`src/cpts_pkg.sv`:
```
// Package for the counter-priority task scheduler: sizes, field widths, codes.
// No dependencies; used by the top level by scoped names.
package cpts_pkg;

    localparam int MAX_TASKS  = 16;
    localparam int SLICE_BITS = 8;

    localparam int IDX_W   = $clog2(MAX_TASKS);
    localparam int CNT_W   = $clog2(MAX_TASKS + 1);
    localparam int TCNT_W  = 5;
    localparam int CMP_W   = (CNT_W > TCNT_W) ? CNT_W : TCNT_W;
    localparam int MASK_W  = 16;
    localparam int PRIO_W  = 8;
    localparam int TASK_W  = 4;
    localparam int SLOUT_W = 8;

    typedef logic [IDX_W-1:0]      t_idx;
    typedef logic [CMP_W-1:0]      t_cnt;
    typedef logic [SLICE_BITS-1:0] t_slice;
    typedef logic [PRIO_W-1:0]     t_prio;

    // input item kinds (tuser)
    localparam logic KIND_TICK = 1'b0;
    localparam logic KIND_LOAD = 1'b1;

    // configuration register indexes
    localparam logic CFG_TASK_COUNT = 1'b0;
    localparam logic CFG_RUNNABLE   = 1'b1;

endpackage

```
`src/cpts_ram.sv`:
```
// Generic single-write, single-read RAM with registered read data.
// No dependencies. Read during write to the same address returns old data.
module cpts_ram #(
    parameter int WIDTH = 8,
    parameter int DEPTH = 16
) (
    input  logic                     i_clk,
    input  logic                     i_we,
    input  logic [$clog2(DEPTH)-1:0] i_waddr,
    input  logic [WIDTH-1:0]         i_wdata,
    input  logic [$clog2(DEPTH)-1:0] i_raddr,
    output logic [WIDTH-1:0]         o_rdata
);

    logic [WIDTH-1:0] r_mem [DEPTH];
    logic [WIDTH-1:0] r_rdata;

    always_ff @(posedge i_clk) begin
        if (i_we) begin
            r_mem[i_waddr] <= i_wdata;
        end
        r_rdata <= r_mem[i_raddr];
    end

    assign o_rdata = r_rdata;

endmodule

```
`src/counter_priority_task_scheduler.sv`:
```
// Top level of the counter-priority task scheduler (largest slice first).
// Depends on cpts_pkg and two cpts_ram instances (slice counters, priorities).
//
//  channel  | dir | handshake               | payload
//  ---------+-----+-------------------------+-------------------------------------------
//  s (in)   | in  | i_s_tvalid / o_s_tready | tuser: kind; tdata: task_index, priority
//  m (out)  | out | o_m_tvalid / i_m_tready | tdata: running_task, slice_left, switched,
//           |     |                         |        reloaded
//  cfg      | in  | i_cfg_we (no wait)      | i_cfg_addr: register, i_cfg_wdata: value
//
// One item at a time. A load, or a tick that keeps the running task, passes
// through S_CUR and S_OUT to the output register. A tick that picks again scans
// the slice RAM once per slot in use; if no slot qualifies, a reload pass
// through the priority RAM and a second scan follow, and a final slice read
// (S_FIN_RD, S_FIN) fetches the result. The slice RAM read port sets the pace.
// Synchronous active-low reset; RAM contents start as zero through per-entry
// valid bits, no clearing pass. A stalled result sits in the output register
// while the next item is taken; a new result waits only for that register.
module counter_priority_task_scheduler (
    input  logic        i_clk,
    input  logic        i_rst_n,
    // input stream
    input  logic        i_s_tvalid,
    output logic        o_s_tready,
    input  logic [15:0] i_s_tdata,   // [3:0] task_index, [11:4] priority_value
    input  logic        i_s_tuser,   // [0] kind
    // result stream
    output logic        o_m_tvalid,
    input  logic        i_m_tready,
    output logic [15:0] o_m_tdata,   // [3:0] running_task, [11:4] slice_left,
                                     // [12] switched, [13] reloaded
    // configuration
    input  logic        i_cfg_we,
    input  logic        i_cfg_addr,
    input  logic [15:0] i_cfg_wdata
);

    typedef enum logic [2:0] {
        S_IDLE,
        S_CUR,
        S_SCAN,
        S_RELOAD,
        S_FIN_RD,
        S_FIN,
        S_OUT
    } t_state;

    t_state r_state;

    // configuration
    logic [cpts_pkg::TCNT_W-1:0] r_task_count;
    logic [cpts_pkg::MASK_W-1:0] r_runnable;

    // item context
    logic             r_kind;
    cpts_pkg::t_idx   r_cur;
    cpts_pkg::t_idx   r_before;
    logic             r_reloaded;
    logic             r_second;

    // scan / sweep pipeline
    cpts_pkg::t_cnt   r_idx;
    logic             r_pend;
    cpts_pkg::t_idx   r_pend_idx;
    logic             r_best_fnd;
    cpts_pkg::t_idx   r_best_idx;
    cpts_pkg::t_slice r_best_val;

    // valid bits standing in for the zero reset of both RAMs
    logic [cpts_pkg::MAX_TASKS-1:0] r_slice_vld;
    logic [cpts_pkg::MAX_TASKS-1:0] r_prio_vld;
    logic                           r_svld_q;
    logic                           r_pvld_q;

    // result staging and output register
    cpts_pkg::t_slice r_res_slice;
    logic             r_out_valid;
    logic [15:0]      r_out_data;

    // RAM ports
    cpts_pkg::t_idx   w_slice_raddr;
    cpts_pkg::t_slice w_slice_rdata;
    logic             w_slice_we;
    cpts_pkg::t_idx   w_slice_waddr;
    cpts_pkg::t_slice w_slice_wdata;
    logic             w_prio_we;
    cpts_pkg::t_idx   w_prio_waddr;
    cpts_pkg::t_prio  w_prio_rdata;

    logic                           w_accept;
    cpts_pkg::t_cnt                 w_nslots;
    logic [cpts_pkg::MAX_TASKS-1:0] w_run_vec;
    cpts_pkg::t_slice               w_slice_val;
    cpts_pkg::t_slice               w_prio_val;
    cpts_pkg::t_slice               w_dec;
    logic                           w_more;
    logic                           w_out_free;

    assign w_accept   = i_s_tvalid && o_s_tready;
    assign w_out_free = !r_out_valid || i_m_tready;

    // slots in use, saturated at the table size
    assign w_nslots = (cpts_pkg::CMP_W'(r_task_count) > cpts_pkg::CMP_W'(cpts_pkg::MAX_TASKS))
                    ? cpts_pkg::CMP_W'(cpts_pkg::MAX_TASKS)
                    : cpts_pkg::CMP_W'(r_task_count);

    assign w_run_vec   = cpts_pkg::MAX_TASKS'(r_runnable);
    assign w_slice_val = r_svld_q ? w_slice_rdata : '0;
    assign w_prio_val  = r_pvld_q ? cpts_pkg::SLICE_BITS'(w_prio_rdata) : '0;
    assign w_dec       = w_slice_val - 1'b1;
    assign w_more      = (r_idx < w_nslots);

    // slice RAM read address: scan index while scanning, else the running task
    always_comb begin
        if (r_state == S_SCAN) begin
            w_slice_raddr = r_idx[cpts_pkg::IDX_W-1:0];
        end else begin
            w_slice_raddr = r_cur;
        end
    end

    // slice RAM write: decrement of the running task, or reload from priority
    always_comb begin
        w_slice_we    = 1'b0;
        w_slice_waddr = r_cur;
        w_slice_wdata = w_dec;
        if (r_state == S_CUR && r_kind == cpts_pkg::KIND_TICK
                && r_cur != '0 && w_slice_val != '0) begin
            w_slice_we = 1'b1;
        end else if (r_state == S_RELOAD && r_pend) begin
            w_slice_we    = 1'b1;
            w_slice_waddr = r_pend_idx;
            w_slice_wdata = w_prio_val;
        end
    end

    // priority load, ignored for slots beyond the table
    assign w_prio_waddr = cpts_pkg::IDX_W'(i_s_tdata[3:0]);
    assign w_prio_we    = w_accept && i_s_tuser == cpts_pkg::KIND_LOAD
                       && (cpts_pkg::CMP_W'(i_s_tdata[3:0])
                           < cpts_pkg::CMP_W'(cpts_pkg::MAX_TASKS));

    cpts_ram #(
        .WIDTH (cpts_pkg::SLICE_BITS),
        .DEPTH (cpts_pkg::MAX_TASKS)
    ) u_slice_ram (
        .i_clk   (i_clk),
        .i_we    (w_slice_we),
        .i_waddr (w_slice_waddr),
        .i_wdata (w_slice_wdata),
        .i_raddr (w_slice_raddr),
        .o_rdata (w_slice_rdata)
    );

    cpts_ram #(
        .WIDTH (cpts_pkg::PRIO_W),
        .DEPTH (cpts_pkg::MAX_TASKS)
    ) u_prio_ram (
        .i_clk   (i_clk),
        .i_we    (w_prio_we),
        .i_waddr (w_prio_waddr),
        .i_wdata (i_s_tdata[11:4]),
        .i_raddr (r_idx[cpts_pkg::IDX_W-1:0]),
        .o_rdata (w_prio_rdata)
    );

    always_ff @(posedge i_clk) begin
        // valid bit of the entry being read travels with its data
        r_svld_q <= r_slice_vld[w_slice_raddr];
        r_pvld_q <= r_prio_vld[r_idx[cpts_pkg::IDX_W-1:0]];

        if (!i_rst_n) begin
            r_state      <= S_IDLE;
            r_task_count <= cpts_pkg::TCNT_W'(2);
            r_runnable   <= '1;
            r_cur        <= '0;
            r_slice_vld  <= '0;
            r_prio_vld   <= '0;
            r_out_valid  <= 1'b0;
            r_pend       <= 1'b0;
        end else begin
            if (i_cfg_we) begin
                unique case (i_cfg_addr)
                    cpts_pkg::CFG_TASK_COUNT: r_task_count <= i_cfg_wdata[cpts_pkg::TCNT_W-1:0];
                    cpts_pkg::CFG_RUNNABLE:   r_runnable   <= i_cfg_wdata;
                    default: ;
                endcase
            end

            if (w_slice_we) begin
                r_slice_vld[w_slice_waddr] <= 1'b1;
            end
            if (w_prio_we) begin
                r_prio_vld[w_prio_waddr] <= 1'b1;
            end

            // output register: a new result wins over the drain of the old one
            if (r_state == S_OUT && w_out_free) begin
                r_out_valid <= 1'b1;
            end else if (r_out_valid && i_m_tready) begin
                r_out_valid <= 1'b0;
            end

            unique case (r_state)
                S_IDLE: begin
                    if (w_accept) begin
                        r_kind     <= i_s_tuser;
                        r_before   <= r_cur;
                        r_reloaded <= 1'b0;
                        r_second   <= 1'b0;
                        r_state    <= S_CUR;
                    end
                end

                S_CUR: begin
                    r_idx      <= '0;
                    r_pend     <= 1'b0;
                    r_best_fnd <= 1'b0;
                    r_best_val <= '0;
                    if (r_kind == cpts_pkg::KIND_LOAD) begin
                        r_res_slice <= w_slice_val;
                        r_state     <= S_OUT;
                    end else if (r_cur == '0 || w_slice_val == '0 || w_dec == '0) begin
                        r_state <= S_SCAN;
                    end else begin
                        r_res_slice <= w_dec;
                        r_state     <= S_OUT;
                    end
                end

                S_SCAN: begin
                    // compare the entry read last cycle; strict > keeps lowest index
                    if (r_pend && w_run_vec[r_pend_idx] && w_slice_val > r_best_val) begin
                        r_best_val <= w_slice_val;
                        r_best_idx <= r_pend_idx;
                        r_best_fnd <= 1'b1;
                    end
                    r_pend     <= w_more;
                    r_pend_idx <= r_idx[cpts_pkg::IDX_W-1:0];
                    if (w_more) begin
                        r_idx <= r_idx + 1'b1;
                    end else if (!r_pend) begin
                        r_idx <= '0;
                        if (r_best_fnd) begin
                            r_cur   <= r_best_idx;
                            r_state <= S_FIN_RD;
                        end else if (!r_second) begin
                            r_reloaded <= 1'b1;
                            r_second   <= 1'b1;
                            r_state    <= S_RELOAD;
                        end else begin
                            r_cur   <= '0;
                            r_state <= S_FIN_RD;
                        end
                    end
                end

                S_RELOAD: begin
                    // priority read last cycle is written to the slice RAM now
                    r_pend     <= w_more;
                    r_pend_idx <= r_idx[cpts_pkg::IDX_W-1:0];
                    if (w_more) begin
                        r_idx <= r_idx + 1'b1;
                    end else if (!r_pend) begin
                        r_idx      <= '0;
                        r_best_fnd <= 1'b0;
                        r_best_val <= '0;
                        r_state    <= S_SCAN;
                    end
                end

                S_FIN_RD: begin
                    r_state <= S_FIN;
                end

                S_FIN: begin
                    r_res_slice <= w_slice_val;
                    r_state     <= S_OUT;
                end

                S_OUT: begin
                    if (w_out_free) begin
                        r_out_data  <= {2'b00, r_reloaded, (r_cur != r_before),
                                        cpts_pkg::SLOUT_W'(r_res_slice),
                                        cpts_pkg::TASK_W'(r_cur)};
                        r_state     <= S_IDLE;
                    end
                end

                default: r_state <= S_IDLE;
            endcase
        end
    end

    assign o_s_tready = (r_state == S_IDLE);
    assign o_m_tvalid = r_out_valid;
    assign o_m_tdata  = r_out_data;

endmodule

```
`config.mk`:
```
export PLATFORM = sky130hd
export DESIGN_NAME = counter_priority_task_scheduler
export DESIGN_NICKNAME = d
export VERILOG_FILES = /design/src/cpts_pkg.sv /design/src/cpts_ram.sv /design/src/counter_priority_task_scheduler.sv
export SDC_FILE = /design/constraint.sdc
export NUM_CORES = 1
export LEC_CHECK = 0
export BUFFER_PORTS_ARGS = -buffer_cell sky130_fd_sc_hd__clkbuf_2
export CORE_ASPECT_RATIO = 0.9
export CORE_MARGIN = 1.5
export CORE_UTILIZATION = 60
export DETAILED_ROUTE_END_ITERATION = 16
export GPL_TIMING_DRIVEN = 0
export HOLD_SLACK_MARGIN = 0.06
export PLACE_DENSITY_LB_ADDON = 0.2
export SLEW_MARGIN = 15
export SYNTH_ARGS = -nofsm -noshare
export SYNTH_HDL_FRONTEND = slang
export SYNTH_SLANG_ARGS = --single-unit
```
`constraint.sdc`:
```
create_clock -name i_clk -period 4.3 [get_ports i_clk]
set_input_delay 0.86 -clock i_clk [delete_from_list [all_inputs] [get_ports i_clk]]
set_output_delay 0.86 -clock i_clk [all_outputs]
set_load 0.03 [all_outputs]
```
* Word-level counts from Yosys, hierarchy flattened *
Memory sizes are Yosys's and may differ from the RTL's. A register that Yosys moved wholly into a read port is not among the register bits.
Index checks and enable logic that the tools add are counted.
Widths: inputs -> output; s select.

word-level totals
  register bits after elaboration = 115
  bits in writable memories = 256
  input port bits = 39
  output and inout port bits = 18
  word-level logic and storage cells = 165
  memories kept = 2

cells by class
  add/subtract/negate cells = 2
  $lt $le $gt $ge = 10
  eq/ne operators = 18
  mux-type cells = 64
  bitwise operators = 6
  reduce and logical (&&, ||, !) cells = 42

memories
  name               depth  width  rd ports  clocked after memory_dff  write ports  line            source
  u_prio_ram.r_mem   16     8      1         1                         1            cpts_ram.sv:15  logic [WIDTH-1:0] r_mem [DEPTH];
  u_slice_ram.r_mem  16     8      1         1                         1            cpts_ram.sv:15

operators by type and width
  kind                 count
  $mux 8               9
  $or 16x16->16        2
  $mux 3               10
  $lt 4x5->1 const B   5
  $mux 1               24
  $pmux 8 s3           1
  $pmux 3 s7           1
  $mux 4               5
  $logic_not 8->1      2
  $pmux 8 s2           1
  $mux 5               3
  $reduce_and 3->1     5
  $ne 2x2->1 const B   7
  $bmux 1 s4           3
  $logic_and 1x1->1    12
  $reduce_and 6->1     2
  $pmux 5 s2           1
  $reduce_bool 2->1    5
  $eq 3x3->1 const B   3
  $demux 1 s4          2
  $ge 4x1->1 const B   2
  $gt 8x8->1           1
  $reduce_bool 8->1    1
  $sub 8x1->8 const B  1
  other kinds (23)     34

* Longest topological paths before layout *
  word-level depth = 10
  gate-level depth with buffers = 10
  depth with buffers taken out = 9

* By module *
Synthesis repeated with hierarchy kept, for this count alone.

unflattened totals
  cell total of the unflattened synthesis = 1,044
  area, all modules = 15,941.5 µm²

modules (own cells, without submodules)
  module                           times used  cells an instance  area each (µm²)  seq. area each (µm²)
  cpts_ram                         2           229                5,147.4          4,003.8
  counter_priority_task_scheduler  1           586                5,646.7          2,812.7

* Worst setup path after synthesis *
Ideal clock, no wire load.

  kind = input to register
  start point = input i_rst_n
  end point = register r_out_data[0] (netlist: o_m_tdata[0]), enable pin
  library setup time = 0.427 ns
  arrival = 2.838 ns
  data required time = 3.873 ns
  slack = 1.035 ns
  stages = 3
  path buffers = 2
  cells stage by stage = clkbuf_1 clkbuf_1 nor4b_1

between the ends
  longest elaborated chain between the ends = 1

RTL lines
  item                               line                                    source
  start, declared                    counter_priority_task_scheduler.sv:21   input logic i_rst_n,
  $reduce_and 3->1 (no source line)  --
  end signal, assigned               counter_priority_task_scheduler.sv:283  r_out_data <= {2'b00, r_reloaded, (r_cur != r_before),
  end, declared                      counter_priority_task_scheduler.sv:78   logic [15:0] r_out_data;

Every way passes these cells.
A chain may end at the register's enable or synchronous reset.

* Final worst setup path *
  start point = register r_svld_q
  end point = memory u_slice_ram.r_mem[0][0], enable pin

between the ends
  longest elaborated chain between the ends = 6
  elaborated cells between the ends (all ways) = 7
  those cells by class = mux (5); reduce/logical (2)

RTL lines
  item                          line                                    source
  start, declared               counter_priority_task_scheduler.sv:72   logic r_svld_q;
  start signal, assigned        counter_priority_task_scheduler.sv:169  r_svld_q <= r_slice_vld[w_slice_raddr];
  $mux 8 *                      counter_priority_task_scheduler.sv:108  assign w_slice_val = r_svld_q ? w_slice_rdata : '0;
  $reduce_bool 8->1 *           counter_priority_task_scheduler.sv:128  && r_cur != '0 && w_slice_val != '0) begin
  $logic_and 1x1->1 *           counter_priority_task_scheduler.sv:128
  $mux 1                        counter_priority_task_scheduler.sv:127  if (r_state == S_CUR && r_kind == cpts_pkg::KIND_TICK
  $mux 1                        cpts_ram.sv:19                          if (i_we) begin
  $mux 1 (implied by the code)  cpts_ram.sv:20                          r_mem[i_waddr] <= i_wdata;
  end, declared                 cpts_ram.sv:15

Mark *: on every way between the ends. The rest lies on a longest branch, timed or not.

==> impl_metrics.py <==
metrics = {
    "critical_path": {
        "required_ns": 4.44,
        "crit-reg2reg-launch": "r_svld_q$_DFF_P_",
        "cpMaxStageDelayCell": "sky130_fd_sc_hd__nor2_1",
        "cp-startpoint": "r_svld_q$_DFF_P_",
        "element_type_at_the_critical_path_end": "register",
        "worst_path_largest_cell_delay_ns": 0.84,
        "path_class": "reg2reg",
        "worst-path-max-fanout": 10,
        "critPathLaunchType": "register",
        "timing.critical_path.arrival_ns": 3.96,
        "critical_path.cell_chain": "clkbuf_1 > nand2_1 > ha_1 > and2_1 > a2111oi_0 > a21oi_1 > nor2_1",
    },
    "floorplanning": {
        "fp.dieH_um": 156,
        "design.die.area_mm2": 0.0270,
        "placeableCoreArea_mm2": 0.0254,
        "placement_rows": 55,
        "start_util_pct": 61.6,
        "ioPinCount": 57,
        "die_x_um": 173,
    },
    "drt": {
        "routed_wire_length_per_instance_um": 21.8,
        "count_of_unresolved_drc_violations_after_routing": 0,
        "post_drt_via_cell_ratio": 6.05,
        "drtAntennaViolNets": 0,
        "detail_route.iter0.violations": 1091,
        "via_count": 9449,
        "wirelength_um": 34100,
        "firstDrtPassIters": 5,
    },
    "yosys": {
        "synthDominantAreaCellType": "sky130_fd_sc_hd__edfxtp_1",
        "count_of_flip_flops_with_a_built_in_enable_after_synthesis": 307,
        "yosys_register_bits": 387,
        "sequential_share_of_the_synthesized_area_pct": 69.2,
        "synth.cell_area_mm2": 0.0156,
        "synth.top_cell.area_share_pct": 59.0,
        "synthesis.yosys.warnings": 0,
        "yosysUniqueCellTypes": 56,
        "post_synth_most_frequent_cells": "sky130_fd_sc_hd__edfxtp_1 (307), sky130_fd_sc_hd__nand2_1 (181), sky130_fd_sc_hd__dfxtp_1 (80)",
        "synth.area.top_cells": "sky130_fd_sc_hd__edfxtp_1 (59%), sky130_fd_sc_hd__dfxtp_1 (10%), sky130_fd_sc_hd__mux4_2 (7.2%), sky130_fd_sc_hd__nand2_1 (4.3%), sky130_fd_sc_hd__mux2i_1 (2.7%)",
        "syn_avg_cell_area_um2": 14.3,
        "synth_async_sr_flop_share_pct": 0,
        "ys.flop_type": "sky130_fd_sc_hd__edfxtp_1",
        "netlist_instances": 1094,
        "synth.most_common_cell": "sky130_fd_sc_hd__edfxtp_1",
    },
    "job": {
        "max_cap_viol_count": 0,
    },
    "final_layout": {
        "post_route_cells_drive_above_1_share_pct": 16.3,
        "nNetsFinal": 1242,
        "synthToLayoutAreaGrowth_pct": 12.9,
        "fin_area_mm2": 0.0176,
        "fillers": 1700,
    },
    "clock_network": {
        "cts-root-buf": "sky130_fd_sc_hd__clkbuf_16",
        "clkLatencyLatePin_ns": 0.53,
        "tritoncts": "built",
        "cts_sinks": 387,
        "cts_hold_buf": 0,
        "ctsResizeCount": 0,
        "clk_pin_slew_ns": 0.06,
        "numCtsBuffers": 40,
        "clock_tree.htree_level_count": 2,
        "clock_path_buffers": 3,
        "post-cts-setup-buffer-count": 0,
    },
    "sta": {
        "timing.final.crit_period_ns": 3.82,
        "fmax_mhz": 262,
        "setup-violations-final": 0,
        "final_critical_path_share_of_the_clock_period_pct": 88.7,
        "drv_slew": 0,
        "count_of_endpoints_failing_hold_in_the_final_timing_report": 0,
        "relSlewSlack_pct": 29.2,
        "max_slew.worst_pin.slew_ns": 1.06,
        "aggregate_negative_setup_slack_ns": 0,
        "grt_setup_unrepaired": "false",
        "worst_clock_skew_on_the_final_layout_ns": 0.0204,
    },
    "grt": {
        "antenna_found_initial": 2,
        "global_route.usage.total_pct": 25.9,
        "grt_remaining_overflow": 0,
        "grt_first_pass_wirelength_um": 52400,
        "first_global_vias": 9093,
        "grt_start_max_net_pins": 17,
    },
    "pwr": {
        "power_leakage_nw": 6.32,
        "p_per_area_mw_per_mm2": 514,
        "totalPowerFinal_mw": 9.08,
        "vdd.ir_drop.worst_mv": 0.266,
    },
    "hold_path": {
        "holdCritPathClass": "reg2reg",
        "worstHoldStart": "r_res_slice[7]$_DFFE_PP_",
    },
    "placed_design": {
        "portBuffers": 49,
        "final_hpwl_from_detailed_placement_um": 23400,
        "postPlaceCellArea_mm2": 0.0164,
        "globalplace.congestion": 0.901,
    },
    "outcome": {
        "run_status": "complete, no violations",
    },
}
[logic make-up (layout without fill, tap and decap cells)]
| group | Yosys count | count (layout) | share of synthesized area, % |
|---|---|---|---|
| flops | 387 | 387 | 69.2 |
| compound gates | 136 | 136 | 5.82 |
| other cells | 1 | 3 | 0.0240 |
| simple gates | 374 | 374 | 10.8 |
| fa+ha+maj | 14 | 14 | 1.12 |
| mux | 96 | 96 | 10.2 |
| buf+inv | 75 | 200 | 2.21 |
| xor+xnor | 11 | 11 | 0.616 |
[worst max-delay path, delay by kind of cell (launching register included)]
family,cells,cell delay [ns]
AO/OA/AOI/OAI,2,0.94
AND/OR/NAND/NOR,3,1.33
flip-flops,1,0.49
adder cells (fa/ha/maj),1,0.29
buffers and inverters,1,0.38
[layout by cell type (no fill, tap or decap), types with 4 or more instances in the layout]
| cell type | Yosys | layout |
|---|---|---|
| sky130_fd_sc_hd__clkbuf_1 | 31 | 43 |
| sky130_fd_sc_hd__buf_2 | 12 | 13 |
| sky130_fd_sc_hd__clkinv_1 | 0 | 4 |
| sky130_fd_sc_hd__edfxtp_1 | 307 | 307 |
| sky130_fd_sc_hd__clkbuf_8 | 0 | 4 |
| sky130_fd_sc_hd__buf_4 | 3 | 5 |
| sky130_fd_sc_hd__buf_1 | 5 | 5 |
| sky130_fd_sc_hd__o221ai_1 | 9 | 9 |
| sky130_fd_sc_hd__xnor2_1 | 8 | 8 |
| sky130_fd_sc_hd__nand3b_1 | 9 | 9 |
| sky130_fd_sc_hd__a21boi_0 | 8 | 8 |
| sky130_fd_sc_hd__a211oi_1 | 4 | 4 |
| sky130_fd_sc_hd__nand2_1 | 181 | 181 |
| sky130_fd_sc_hd__o21ai_0 | 25 | 24 |
| sky130_fd_sc_hd__a21oi_1 | 26 | 20 |
| sky130_fd_sc_hd__inv_1 | 19 | 19 |
| sky130_fd_sc_hd__nor2b_1 | 9 | 9 |
| sky130_fd_sc_hd__dfxtp_1 | 80 | 80 |
| sky130_fd_sc_hd__ha_1 | 14 | 14 |
| sky130_fd_sc_hd__nand3_1 | 52 | 52 |
| sky130_fd_sc_hd__clkbuf_16 | 0 | 42 |
| sky130_fd_sc_hd__a21oi_2 | 0 | 6 |
| sky130_fd_sc_hd__clkbuf_2 | 0 | 49 |
| sky130_fd_sc_hd__nor3_2 | 0 | 4 |
| sky130_fd_sc_hd__nor3_1 | 12 | 8 |
| sky130_fd_sc_hd__nor2_1 | 64 | 64 |
| sky130_fd_sc_hd__o21a_1 | 34 | 34 |
| sky130_fd_sc_hd__nand2b_1 | 8 | 8 |
| sky130_fd_sc_hd__a32oi_1 | 8 | 8 |
| sky130_fd_sc_hd__nor4_1 | 4 | 4 |
| sky130_fd_sc_hd__and3_1 | 7 | 7 |
| sky130_fd_sc_hd__nor3b_1 | 6 | 6 |
| sky130_fd_sc_hd__mux4_2 | 50 | 50 |
| sky130_fd_sc_hd__a31oi_1 | 9 | 9 |
| sky130_fd_sc_hd__nand4_1 | 4 | 4 |
| sky130_fd_sc_hd__clkinv_2 | 0 | 8 |
| sky130_fd_sc_hd__mux2i_1 | 42 | 42 |
| sky130_fd_sc_hd__buf_6 | 5 | 5 |
[registers in the layout, indices dropped and copies added, names as in the netlist, 5 cells and up]
register / count
u_slice_ram.o_rdata: 8
u_slice_ram.r_mem: 128
o_m_tdata: 14
r_slice_vld: 16
r_res_slice: 8
r_prio_vld: 16
u_prio_ram.o_rdata: 8
u_prio_ram.r_mem: 128
r_task_count: 5
r_runnable: 16
r_idx: 5
r_best_val: 8
[layout make-up]
class | instances | area, um2 | share of cell area [%]
Clock buffer | 58 | 1150 | 6.52
Sequential cell | 387 | 10800 | 61.3
Multi-Input combinational cell | 633 | 4530 | 25.6
Buffer | 56 | 274 | 1.55
Tap cell | 342 | 428 | 2.42
Clock inverter | 15 | 109 | 0.617
Antenna cell | 1 | 2.50 | 0.0142
Inverter | 19 | 71.3 | 0.404
Timing Repair Buffer | 52 | 265 | 1.50
[power breakdown]
group          switching (mW)  internal, mW  leakage (nW)
clock network            1.37          1.92         0.619
registers               0.118          4.23          3.56
logic                   0.896         0.542          2.14
total                    2.38          6.69          6.32
[path summary, 6_finish.rpt]
check / end / slack, ns / depth (start not counted)
hold reg to reg: o_m_tdata[11]$_DFFE_PP_ / 0.42 / 0
hold / removal: o_m_tdata[11]$_DFFE_PP_ / 0.42 / 0
setup / recovery: u_slice_ram.r_mem[0][0]$_DFFE_PP_ / 0.48 / 7
setup reg to reg: u_slice_ram.r_mem[0][0]$_DFFE_PP_ / 0.48 / 7
[routing by layer]
metal | track usage, % | routed length, um
met1 | 37.2 | 14400
met2 | 41.4 | 16000
met3 | 4.92 | 3050
met4 | 6.63 | 665
met5 | 0 | 13
[metrics by stage]
step           utilization [%]  setup WS [ns]  hold slack, ns  std cells
2_1_floorplan                -           1.04           0.400       1095
3_3_place_gp              64.2          0.189           0.404       1486
6_report                  69.5          0.485           0.416       1563
3_5_place_dp              64.5          0.472           0.405       1489
5_1_grt                   69.5          0.214           0.424       1562
4_1_cts                   69.4          0.499           0.416       1562
Power figures use the tool's default switching activity.
